**config.mk**
```make
export PLATFORM = sky130hd
export DESIGN_NAME = sentence_break_text_reflow
export DESIGN_NICKNAME = d
export VERILOG_FILES = /design/src/rtl/core/srtr_pkg.sv /design/src/rtl/core/sentence_break_text_reflow.sv /design/src/rtl/core/srtr_fsm.sv /design/src/rtl/core/srtr_serializer.sv
export SDC_FILE = /design/constraint.sdc
export NUM_CORES = 1
export LEC_CHECK = 0
export BUFFER_PORTS_ARGS = -buffer_cell sky130_fd_sc_hd__clkbuf_2
export CAP_MARGIN = 20
export CORE_ASPECT_RATIO = 0.8
export CORE_MARGIN = 4
export CORE_UTILIZATION = 59
export DETAILED_ROUTE_END_ITERATION = 12
export PLACE_DENSITY = 0.79
export SYNTH_ARGS = -nofsm -noshare
export SYNTH_HDL_FRONTEND = slang
export SYNTH_SLANG_ARGS = --single-unit
```
**constraint.sdc**
```tcl
create_clock -name clk -period 2.9 [get_ports clk]
set_input_delay 0.145 -clock clk [delete_from_list [all_inputs] [get_ports clk]]
set_output_delay 0.145 -clock clk [all_outputs]
set_load 0.05 [all_outputs]
```
**src/rtl/core/srtr_pkg.sv**
```systemverilog
// ----------------------------------------------------------------------------
// srtr_pkg: shared types and constants for the sentence break text reflow
// Character codes, the one-hot reflow state type and the burst record that
// carries up to three bytes from the state machine to the output stage.
// ----------------------------------------------------------------------------
`default_nettype none

package srtr_pkg;

	localparam int unsigned BYTE_W  = 8;
	localparam int unsigned BURST_N = 3;

	localparam logic [BYTE_W-1:0] CHAR_NUL    = 8'h00;
	localparam logic [BYTE_W-1:0] CHAR_PERIOD = 8'h2E;
	localparam logic [BYTE_W-1:0] CHAR_QUEST  = 8'h3F;
	localparam logic [BYTE_W-1:0] CHAR_COLON  = 8'h3A;
	localparam logic [BYTE_W-1:0] CHAR_SEMI   = 8'h3B;
	localparam logic [BYTE_W-1:0] CHAR_LPAREN = 8'h28;
	localparam logic [BYTE_W-1:0] CHAR_RPAREN = 8'h29;
	localparam logic [BYTE_W-1:0] CHAR_NL     = 8'h0A;
	localparam logic [BYTE_W-1:0] CHAR_SPACE  = 8'h20;
	localparam logic [BYTE_W-1:0] CHAR_0      = 8'h30;
	localparam logic [BYTE_W-1:0] CHAR_9      = 8'h39;
	localparam logic [BYTE_W-1:0] CHAR_LA     = 8'h61;
	localparam logic [BYTE_W-1:0] CHAR_LZ     = 8'h7A;
	localparam logic [BYTE_W-1:0] CHAR_UA     = 8'h41;
	localparam logic [BYTE_W-1:0] CHAR_UZ     = 8'h5A;

	// Reflow state, one-hot.
	typedef enum logic [6:0] {
		M_PLAIN    = 7'b0000001,
		M_PUNCT    = 7'b0000010,
		M_PUNCT_SP = 7'b0000100,
		M_PAREN    = 7'b0001000,
		M_PAREN_SP = 7'b0010000,
		M_SPACE    = 7'b0100000,
		M_SPACE_OP = 7'b1000000
	} mode_t;

	// Bytes produced by one input byte; element 0 goes out first.
	typedef struct packed {
		logic [1:0]                          count;
		logic [BURST_N-1:0][BYTE_W-1:0]      bytes;
	} burst_t;

	function automatic logic is_punct(input logic [BYTE_W-1:0] c);
		return (c == CHAR_PERIOD) || (c == CHAR_QUEST) ||
			(c == CHAR_COLON) || (c == CHAR_SEMI);
	endfunction

	function automatic logic is_digit_or_lower(input logic [BYTE_W-1:0] c);
		return ((c >= CHAR_0) && (c <= CHAR_9)) || ((c >= CHAR_LA) && (c <= CHAR_LZ));
	endfunction

	function automatic logic is_upper(input logic [BYTE_W-1:0] c);
		return (c >= CHAR_UA) && (c <= CHAR_UZ);
	endfunction

endpackage

`default_nettype wire

```
**src/rtl/core/sentence_break_text_reflow.sv**
```systemverilog
// ----------------------------------------------------------------------------
// sentence_break_text_reflow: byte stream reflow at sentence breaks
// Collapses runs of spaces and turns held spaces after sentence punctuation
// or parentheses into newlines, one input byte to zero..three output bytes.
// ----------------------------------------------------------------------------
// Each input byte is taken into an input register, decoded against the
// reflow state in a single pass, and its zero to three output bytes are
// loaded into a result register that hands them out one per transfer, with
// last_of_run set on the final byte of each input. A space after text,
// punctuation or a closing parenthesis is held back, as is an opening
// parenthesis that follows such a space; such held bytes are released, or
// rewritten as a newline, only when the next input byte is seen, and bytes
// still held when the stream stops are never sent. The first byte of an
// input is presented once its burst has passed from the input register
// into the result register. A new input byte is taken in every cycle as
// long as the output side keeps up; when an input gives more than one byte,
// the next burst waits in the input register until the last byte leaves the
// result register, which sends one byte per transfer. There are no
// configuration registers.
// ----------------------------------------------------------------------------
`default_nettype none

module sentence_break_text_reflow (
	input  wire logic                   clk,
	input  wire logic                   arst_n,
	input  wire logic                   in_valid,
	output logic                        in_ready,
	input  wire logic [srtr_pkg::BYTE_W-1:0] in_byte,
	output logic                        out_valid,
	input  wire logic                   out_ready,
	output logic [srtr_pkg::BYTE_W-1:0] out_byte,
	output logic                        last_of_run
);
	import srtr_pkg::*;

	// Burst handoff between the state machine and the result register.
	logic   burst_valid;
	logic   burst_ready;
	burst_t burst;

	srtr_fsm u_fsm (
		.clk         (clk),
		.arst_n      (arst_n),
		.in_valid    (in_valid),
		.in_ready    (in_ready),
		.in_byte     (in_byte),
		.burst_valid (burst_valid),
		.burst       (burst),
		.burst_ready (burst_ready)
	);

	srtr_serializer u_ser (
		.clk         (clk),
		.arst_n      (arst_n),
		.burst_valid (burst_valid),
		.burst_ready (burst_ready),
		.burst       (burst),
		.out_valid   (out_valid),
		.out_ready   (out_ready),
		.out_byte    (out_byte),
		.last_of_run (last_of_run)
	);

endmodule

`default_nettype wire

```
**src/rtl/core/srtr_fsm.sv**
```systemverilog
// ----------------------------------------------------------------------------
// srtr_fsm: input register and reflow state machine
// Holds one input byte, decodes it against the current state into a burst
// of zero to three output bytes and advances the state when the burst is
// handed to the output stage.
// ----------------------------------------------------------------------------
`default_nettype none

module srtr_fsm (
	input  wire logic                   clk,
	input  wire logic                   arst_n,
	input  wire logic                   in_valid,
	output logic                        in_ready,
	input  wire logic [srtr_pkg::BYTE_W-1:0] in_byte,
	output logic                        burst_valid,
	output srtr_pkg::burst_t            burst,
	input  wire logic                   burst_ready
);
	import srtr_pkg::*;

	logic              valid_s1;
	logic [BYTE_W-1:0] byte_s1;
	mode_t             mode_q;
	mode_t             mode_next;
	logic              advance;
	logic              c_punct;
	logic              c_dl;
	logic              c_up;
	logic              c_space;
	logic              c_lp;
	logic              c_rp;

	assign advance     = valid_s1 && burst_ready;
	assign in_ready    = !valid_s1 || burst_ready;
	assign burst_valid = valid_s1;

	assign c_punct = is_punct(byte_s1);
	assign c_dl    = is_digit_or_lower(byte_s1);
	assign c_up    = is_upper(byte_s1);
	assign c_space = (byte_s1 == CHAR_SPACE);
	assign c_lp    = (byte_s1 == CHAR_LPAREN);
	assign c_rp    = (byte_s1 == CHAR_RPAREN);

	always_comb begin
		burst.count    = 2'd0;
		burst.bytes[0] = CHAR_NUL;
		burst.bytes[1] = CHAR_NUL;
		burst.bytes[2] = CHAR_NUL;
		mode_next      = mode_q;
		unique case (mode_q)
			M_PUNCT: begin
				priority if (c_punct) begin
					burst.count = 2'd1; burst.bytes[0] = byte_s1;
				end else if (c_space) begin
					mode_next = M_PUNCT_SP;
				end else if (c_rp) begin
					burst.count = 2'd1; burst.bytes[0] = byte_s1; mode_next = M_PAREN;
				end else begin
					burst.count = 2'd1; burst.bytes[0] = byte_s1; mode_next = M_PLAIN;
				end
			end
			M_PUNCT_SP: begin
				priority if (c_punct) begin
					burst.count = 2'd2; burst.bytes[0] = CHAR_SPACE;
					burst.bytes[1] = byte_s1; mode_next = M_PUNCT;
				end else if (c_space) begin
					mode_next = M_PUNCT_SP;
				end else if (c_lp) begin
					mode_next = M_SPACE_OP;
				end else if (c_rp) begin
					burst.count = 2'd1; burst.bytes[0] = byte_s1; mode_next = M_PAREN;
				end else begin
					burst.count = 2'd2; burst.bytes[0] = c_dl ? CHAR_NL : CHAR_SPACE;
					burst.bytes[1] = byte_s1; mode_next = M_PLAIN;
				end
			end
			M_PAREN: begin
				priority if (c_punct) begin
					burst.count = 2'd1; burst.bytes[0] = byte_s1; mode_next = M_PUNCT;
				end else if (c_space) begin
					mode_next = M_PAREN_SP;
				end else if (c_rp) begin
					burst.count = 2'd1; burst.bytes[0] = byte_s1;
				end else begin
					burst.count = 2'd1; burst.bytes[0] = byte_s1; mode_next = M_PLAIN;
				end
			end
			M_PAREN_SP: begin
				priority if (c_punct) begin
					burst.count = 2'd2; burst.bytes[0] = CHAR_SPACE;
					burst.bytes[1] = byte_s1; mode_next = M_PUNCT;
				end else if (c_space) begin
					mode_next = M_PAREN_SP;
				end else if (c_lp) begin
					mode_next = M_SPACE_OP;
				end else if (c_rp) begin
					burst.count = 2'd2; burst.bytes[0] = CHAR_SPACE;
					burst.bytes[1] = byte_s1; mode_next = M_PAREN;
				end else begin
					burst.count = 2'd2; burst.bytes[0] = c_up ? CHAR_NL : CHAR_SPACE;
					burst.bytes[1] = byte_s1; mode_next = M_PLAIN;
				end
			end
			M_SPACE: begin
				priority if (c_punct) begin
					burst.count = 2'd2; burst.bytes[0] = CHAR_SPACE;
					burst.bytes[1] = byte_s1; mode_next = M_PUNCT;
				end else if (c_space) begin
					mode_next = M_SPACE;
				end else if (c_lp) begin
					mode_next = M_SPACE_OP;
				end else if (c_rp) begin
					burst.count = 2'd2; burst.bytes[0] = CHAR_SPACE;
					burst.bytes[1] = byte_s1; mode_next = M_PAREN;
				end else begin
					burst.count = 2'd2; burst.bytes[0] = CHAR_SPACE;
					burst.bytes[1] = byte_s1; mode_next = M_PLAIN;
				end
			end
			M_SPACE_OP: begin
				priority if (c_punct) begin
					burst.count = 2'd3; burst.bytes[0] = CHAR_SPACE;
					burst.bytes[1] = CHAR_LPAREN; burst.bytes[2] = byte_s1;
					mode_next = M_PUNCT;
				end else if (c_space) begin
					burst.count = 2'd2; burst.bytes[0] = CHAR_SPACE;
					burst.bytes[1] = CHAR_LPAREN; mode_next = M_SPACE;
				end else if (c_lp || c_rp) begin
					burst.count = 2'd3; burst.bytes[0] = CHAR_SPACE;
					burst.bytes[1] = CHAR_LPAREN; burst.bytes[2] = byte_s1;
					mode_next = M_PLAIN;
				end else begin
					burst.count = 2'd3; burst.bytes[0] = c_up ? CHAR_NL : CHAR_SPACE;
					burst.bytes[1] = CHAR_LPAREN; burst.bytes[2] = byte_s1;
					mode_next = M_PLAIN;
				end
			end
			default: begin
				// Plain text; any code outside the state set behaves the same.
				priority if (c_punct) begin
					burst.count = 2'd1; burst.bytes[0] = byte_s1; mode_next = M_PUNCT;
				end else if (c_space) begin
					mode_next = M_SPACE;
				end else if (c_rp) begin
					burst.count = 2'd1; burst.bytes[0] = byte_s1; mode_next = M_PAREN;
				end else begin
					burst.count = 2'd1; burst.bytes[0] = byte_s1; mode_next = M_PLAIN;
				end
			end
		endcase
	end

	always_ff @(posedge clk or negedge arst_n) begin
		if (!arst_n) begin
			valid_s1 <= 1'b0;
			mode_q   <= M_PLAIN;
		end else begin
			if (in_valid && in_ready) begin
				valid_s1 <= 1'b1;
			end else if (advance) begin
				valid_s1 <= 1'b0;
			end
			if (advance) begin
				mode_q <= mode_next;
			end
		end
	end

	always_ff @(posedge clk) begin
		if (in_valid && in_ready) begin
			byte_s1 <= in_byte;
		end
	end

	a_mode_onehot: assert property (@(posedge clk) disable iff (!arst_n)
		$onehot(mode_q))
		else $error("reflow state is not one-hot");

	a_three_only_after_open: assert property (@(posedge clk) disable iff (!arst_n)
		(burst_valid && burst.count == 2'd3) |-> (mode_q == M_SPACE_OP))
		else $error("three-byte burst outside held space-paren state");

	a_space_holds: assert property (@(posedge clk) disable iff (!arst_n)
		(advance && c_space) |=>
		(mode_q == M_SPACE || mode_q == M_PUNCT_SP || mode_q == M_PAREN_SP))
		else $error("a space did not leave a held-space state");

endmodule

`default_nettype wire

```
**src/rtl/core/srtr_serializer.sv**
```systemverilog
// ----------------------------------------------------------------------------
// srtr_serializer: result register and byte serializer
// Holds one burst and presents its bytes one per transfer, marking the last
// byte of the burst. Takes the next burst when empty or as the last byte leaves.
// ----------------------------------------------------------------------------
`default_nettype none

module srtr_serializer (
	input  wire logic                   clk,
	input  wire logic                   arst_n,
	input  wire logic                   burst_valid,
	output logic                        burst_ready,
	input  wire srtr_pkg::burst_t       burst,
	output logic                        out_valid,
	input  wire logic                   out_ready,
	output logic [srtr_pkg::BYTE_W-1:0] out_byte,
	output logic                        last_of_run
);
	import srtr_pkg::*;

	logic [BURST_N-1:0][BYTE_W-1:0] bytes_q;
	logic [1:0]                     left_q;
	logic                           load;
	logic                           send;

	assign out_valid   = (left_q != 2'd0);
	assign last_of_run = (left_q == 2'd1);
	assign out_byte    = bytes_q[0];
	assign send        = out_valid && out_ready;
	assign burst_ready = !out_valid || (last_of_run && out_ready);
	assign load        = burst_valid && burst_ready;

	always_ff @(posedge clk or negedge arst_n) begin
		if (!arst_n) begin
			left_q <= 2'd0;
		end else if (load) begin
			left_q <= burst.count;
		end else if (send) begin
			left_q <= left_q - 2'd1;
		end
	end

	always_ff @(posedge clk) begin
		if (load) begin
			bytes_q <= burst.bytes;
		end else if (send) begin
			bytes_q <= {CHAR_NUL, bytes_q[2], bytes_q[1]};
		end
	end

	a_run_continues: assert property (@(posedge clk) disable iff (!arst_n)
		(send && !last_of_run) |=> out_valid)
		else $error("burst ended before its last byte");

	a_run_ends: assert property (@(posedge clk) disable iff (!arst_n)
		(send && last_of_run && !load) |=> !out_valid)
		else $error("byte presented after the last one of a burst");

	a_no_overwrite: assert property (@(posedge clk) disable iff (!arst_n)
		(out_valid && !out_ready) |-> !load)
		else $error("new burst loaded over a pending byte");

endmodule

`default_nettype wire
```
==> flow_summary.yaml <==
finish:
  fillers: 337
  multi_input_area_um2: 1139
  finalNetCount: 282
  ff_latch_area_um2: 1212
  diodes: 0
  syn2layout_area_growth_pct: 6.799
  final_layout_size_suffix_gt1_share_pct: 18.22
worst_setup_path:
  crit_path_start_kind: "flop"
  cp_num_cells: 5
  endpoint: "u_ser.out_byte[5]"
  path_class: "flop to flop"
  worstPathArrival_ns: 2.36
  crit_path_max_incr_delay_ns: 0.47
  r2r_end: "u_ser.out_byte[5]"
  regToRegStartpoint: "u_fsm.mode_q[1]"
  cp_max_fo: 10
  cp_slowest_cell: "dfrtp_1"
  critPathTopFamily: "simple AND/OR/NAND/NOR gates"
  critPathCaptureType: "flop"
  reg2reg_slack_ns: 0.59
  cp.required_ns: 2.95
  cp-startpoint: "u_fsm.mode_q[1]"
  timing.critical_path.cells: "nor3_1 > nand4b_1 > o21ai_2 > o311a_1 > a31oi_1"
  crit_buf_inv: 0
  r2r_cells: 5
cts:
  clk_pin_slew_ns: 0.08
  cts_buffer_depth: 2
  cts_hold_buffers: 1
  clkLatencyLatePin_ns: 0.30
  cts-resized-gates: 0
  cts_tree: "done"
  postCtsSetupBuffers: 0
  cts_inserted_buffers: 5
  root_buffer: "clkbuf_8"
  cts_sinks: 42
  ctsHtreeMaxLevel: 2
pwr:
  p_sw_mw: 1.047
  pwr-share-clk_pct: 15.1
  seqPwrFrac_pct: 42.5
  comb_power_share_pct: 42.4
  power_density_nw_per_um2: 894.3
  switching_share_pct: 43.49
  peakVddDrop_mv: 0.6841
  leakagePower_nw: 1.080
  internal-power_mw: 1.361
timing:
  period_minus_slack_ns: 2.313
  finClkSkew_ns: 0.008485
  fmax_mhz: 432.3
  hold_viol_final: 0
  setup_violations: 0
  tns_ns: 0
  rsz0062_at_grt: "no"
  finalWorstSetupSlack_ns: 0.5870
  period_share_pct: 79.76
  finalMaxSlewViolations: 0
  slew_headroom_pct: 51.04
  worstMarginPinSlew_ns: 0.7277
detailed_routing:
  drtAntennaViolNets: 0
  drt_wl_total_um: 5411
  wl_per_cell_um: 16.70
  drcViolationCount: 0
  dr_total_vias: 1971
  drtIter0Drc: 251
  drt_first_pass_iters: 5
  vias_per_cell: 6.083
global_routing:
  grt_max_degree: 29
  antenna_found_initial: 0
  grt_first_pass_wirelength_um: 9011
  grt_usage_pct: 22.50
  overflow: 0
  grt_pass1_vias: 1839
placement:
  gp_congestion: 0.9533
  port_buffers: 22
  dp_hpwl_um: 3888
  pre_cts_slack_ns: 0.6692
die:
  ios: 23
  die_area_um2: 5390
  core_um2: 3954
  dieHeight_um: 66.47
  num_rows: 20
  start_util_pct: 63.77
  die_w_um: 81.09
yosys:
  syn_nets: 270
  synth_commonest_cells: "32 x edfxtp_1, 31 x nand2_1, 20 x o21ai_0"
  synthCells: 256
  ys.flop_type: "edfxtp_1"
  seq_area_frac_synth_pct: 48.09
  ys_top_cells_by_area: "edfxtp_1 38%, dfrtp_1 8.9%, nand2_1 4.6%"
  yosysTopAreaCell: "edfxtp_1"
  async_flop_share_pct: 23.81
  yosysTopAreaCellShare_pct: 38.11
  synth_cell_types: 58
  netlist_area_um2: 2521
  ys_ff_latch: 42
  synth_most_common_cell: "edfxtp_1"
  synth_edf_count: 32
  synth_area_per_cell_um2: 9.848
  yosysWarnings: 0
run_status:
  status: "completed"
run:
  drv_cap: 0
min_path:
  hold_depth: 1
  hp-class: "input port to flop"
==> cell usage in the layout, fill, tap and decap left out, types with 3 or more instances in the layout <==
cell type,instances
a21o_1,4
a21oi_1,15
a31oi_1,3
and2_1,6
and3_1,8
buf_4,7
clkbuf_2,22
clkbuf_8,5
dfrtp_1,9
edfxtp_1,32
inv_1,5
mux2_2,3
nand2_1,31
nand2b_1,7
nand3_1,6
nor2_1,18
nor2b_1,3
nor3_1,5
nor3b_1,3
nor4_1,3
o211ai_1,3
o21a_1,4
o21ai_0,20
xor2_1,4
==> cells by family after synthesis <==
kind of cell,count (synthesis),share of synthesized area [%]
adders and majority gates,2,0.9924
DFF,42,48.09
and+or+nand+nor,100,21.09
AOI/OAI and AO/OA,72,19.26
muxes,4,1.737
buffers and inverters,30,6.749
xor gates and xnor gates,6,2.084
==> state kept, by name, indices dropped and copies added (netlist names) <==
name and flops:
u_ser.left_q 2, u_fsm.byte_s1 8, u_ser.bytes_q 16, u_fsm.mode_q 7, u_fsm.burst_valid 1, u_ser.out_byte 8
==> metrics by stage <==
stage / utilization (%) / cell area [um^2] / hold slack [ns] / total power, mW / std cells
after global routing: 68.10 / 2693 / 0.005218 / 2.554 / 324
after global placement: 65.79 / 2601 / 0.03199 / 2.040 / 315
after floorplan: - / 2521 / -0.1506 / 1.878 / 256
final: 68.10 / 2693 / 0.02075 / 2.408 / 324
after CTS: 68.10 / 2693 / 0.01674 / 2.410 / 324
after detailed placement: 65.79 / 2601 / 0.02977 / 2.053 / 315
==> area by class of cell <==
type / instances / share of cell area, %
Inverter: 5 / 0.6970
Clock buffer: 6 / 2.695
Sequential cell: 42 / 45.03
Clock inverter: 2 / 0.3253
Timing Repair Buffer: 30 / 6.413
Tap cell: 55 / 2.556
Multi-Input combinational cell: 184 / 42.29
==> power groups by stage <==
stage          registers, mW  clock network [mW]  logic [mW]
4_1_cts                 1.02               0.364        1.03
5_1_grt                 1.04               0.400        1.11
6_report                1.02               0.363        1.02
3_3_place_gp            1.03                   0        1.01
2_1_floorplan          0.969                   0       0.909
3_5_place_dp            1.03                   0        1.02
==> how the worst min path moves through the flow <==
stage	start	end	slack (ns)
3_5_place_dp	arst_n	u_fsm.mode_q[1]	0.03
2_1_floorplan	arst_n	u_fsm.burst_valid	-0.15
3_3_place_gp	arst_n	u_fsm.mode_q[1]	0.03
4_1_cts	in_byte[1]	u_fsm.byte_s1[1]	0.02
5_1_grt	in_byte[7]	u_fsm.byte_s1[7]	0.005
6_report	in_byte[5]	u_fsm.byte_s1[5]	0.02
==> per-layer routing <==
metal	share of wire, %	routed length (um)	global-route usage [%]	vias up
li1	-	-	-	960
met1	48	2618	33.83	895
met2	41	2219	31.56	105
met3	9.2	497	5.135	11
met4	1.4	76	7.806	0
met5	0	0	0	-
Note: power is estimated with default switching activity, not from simulation.
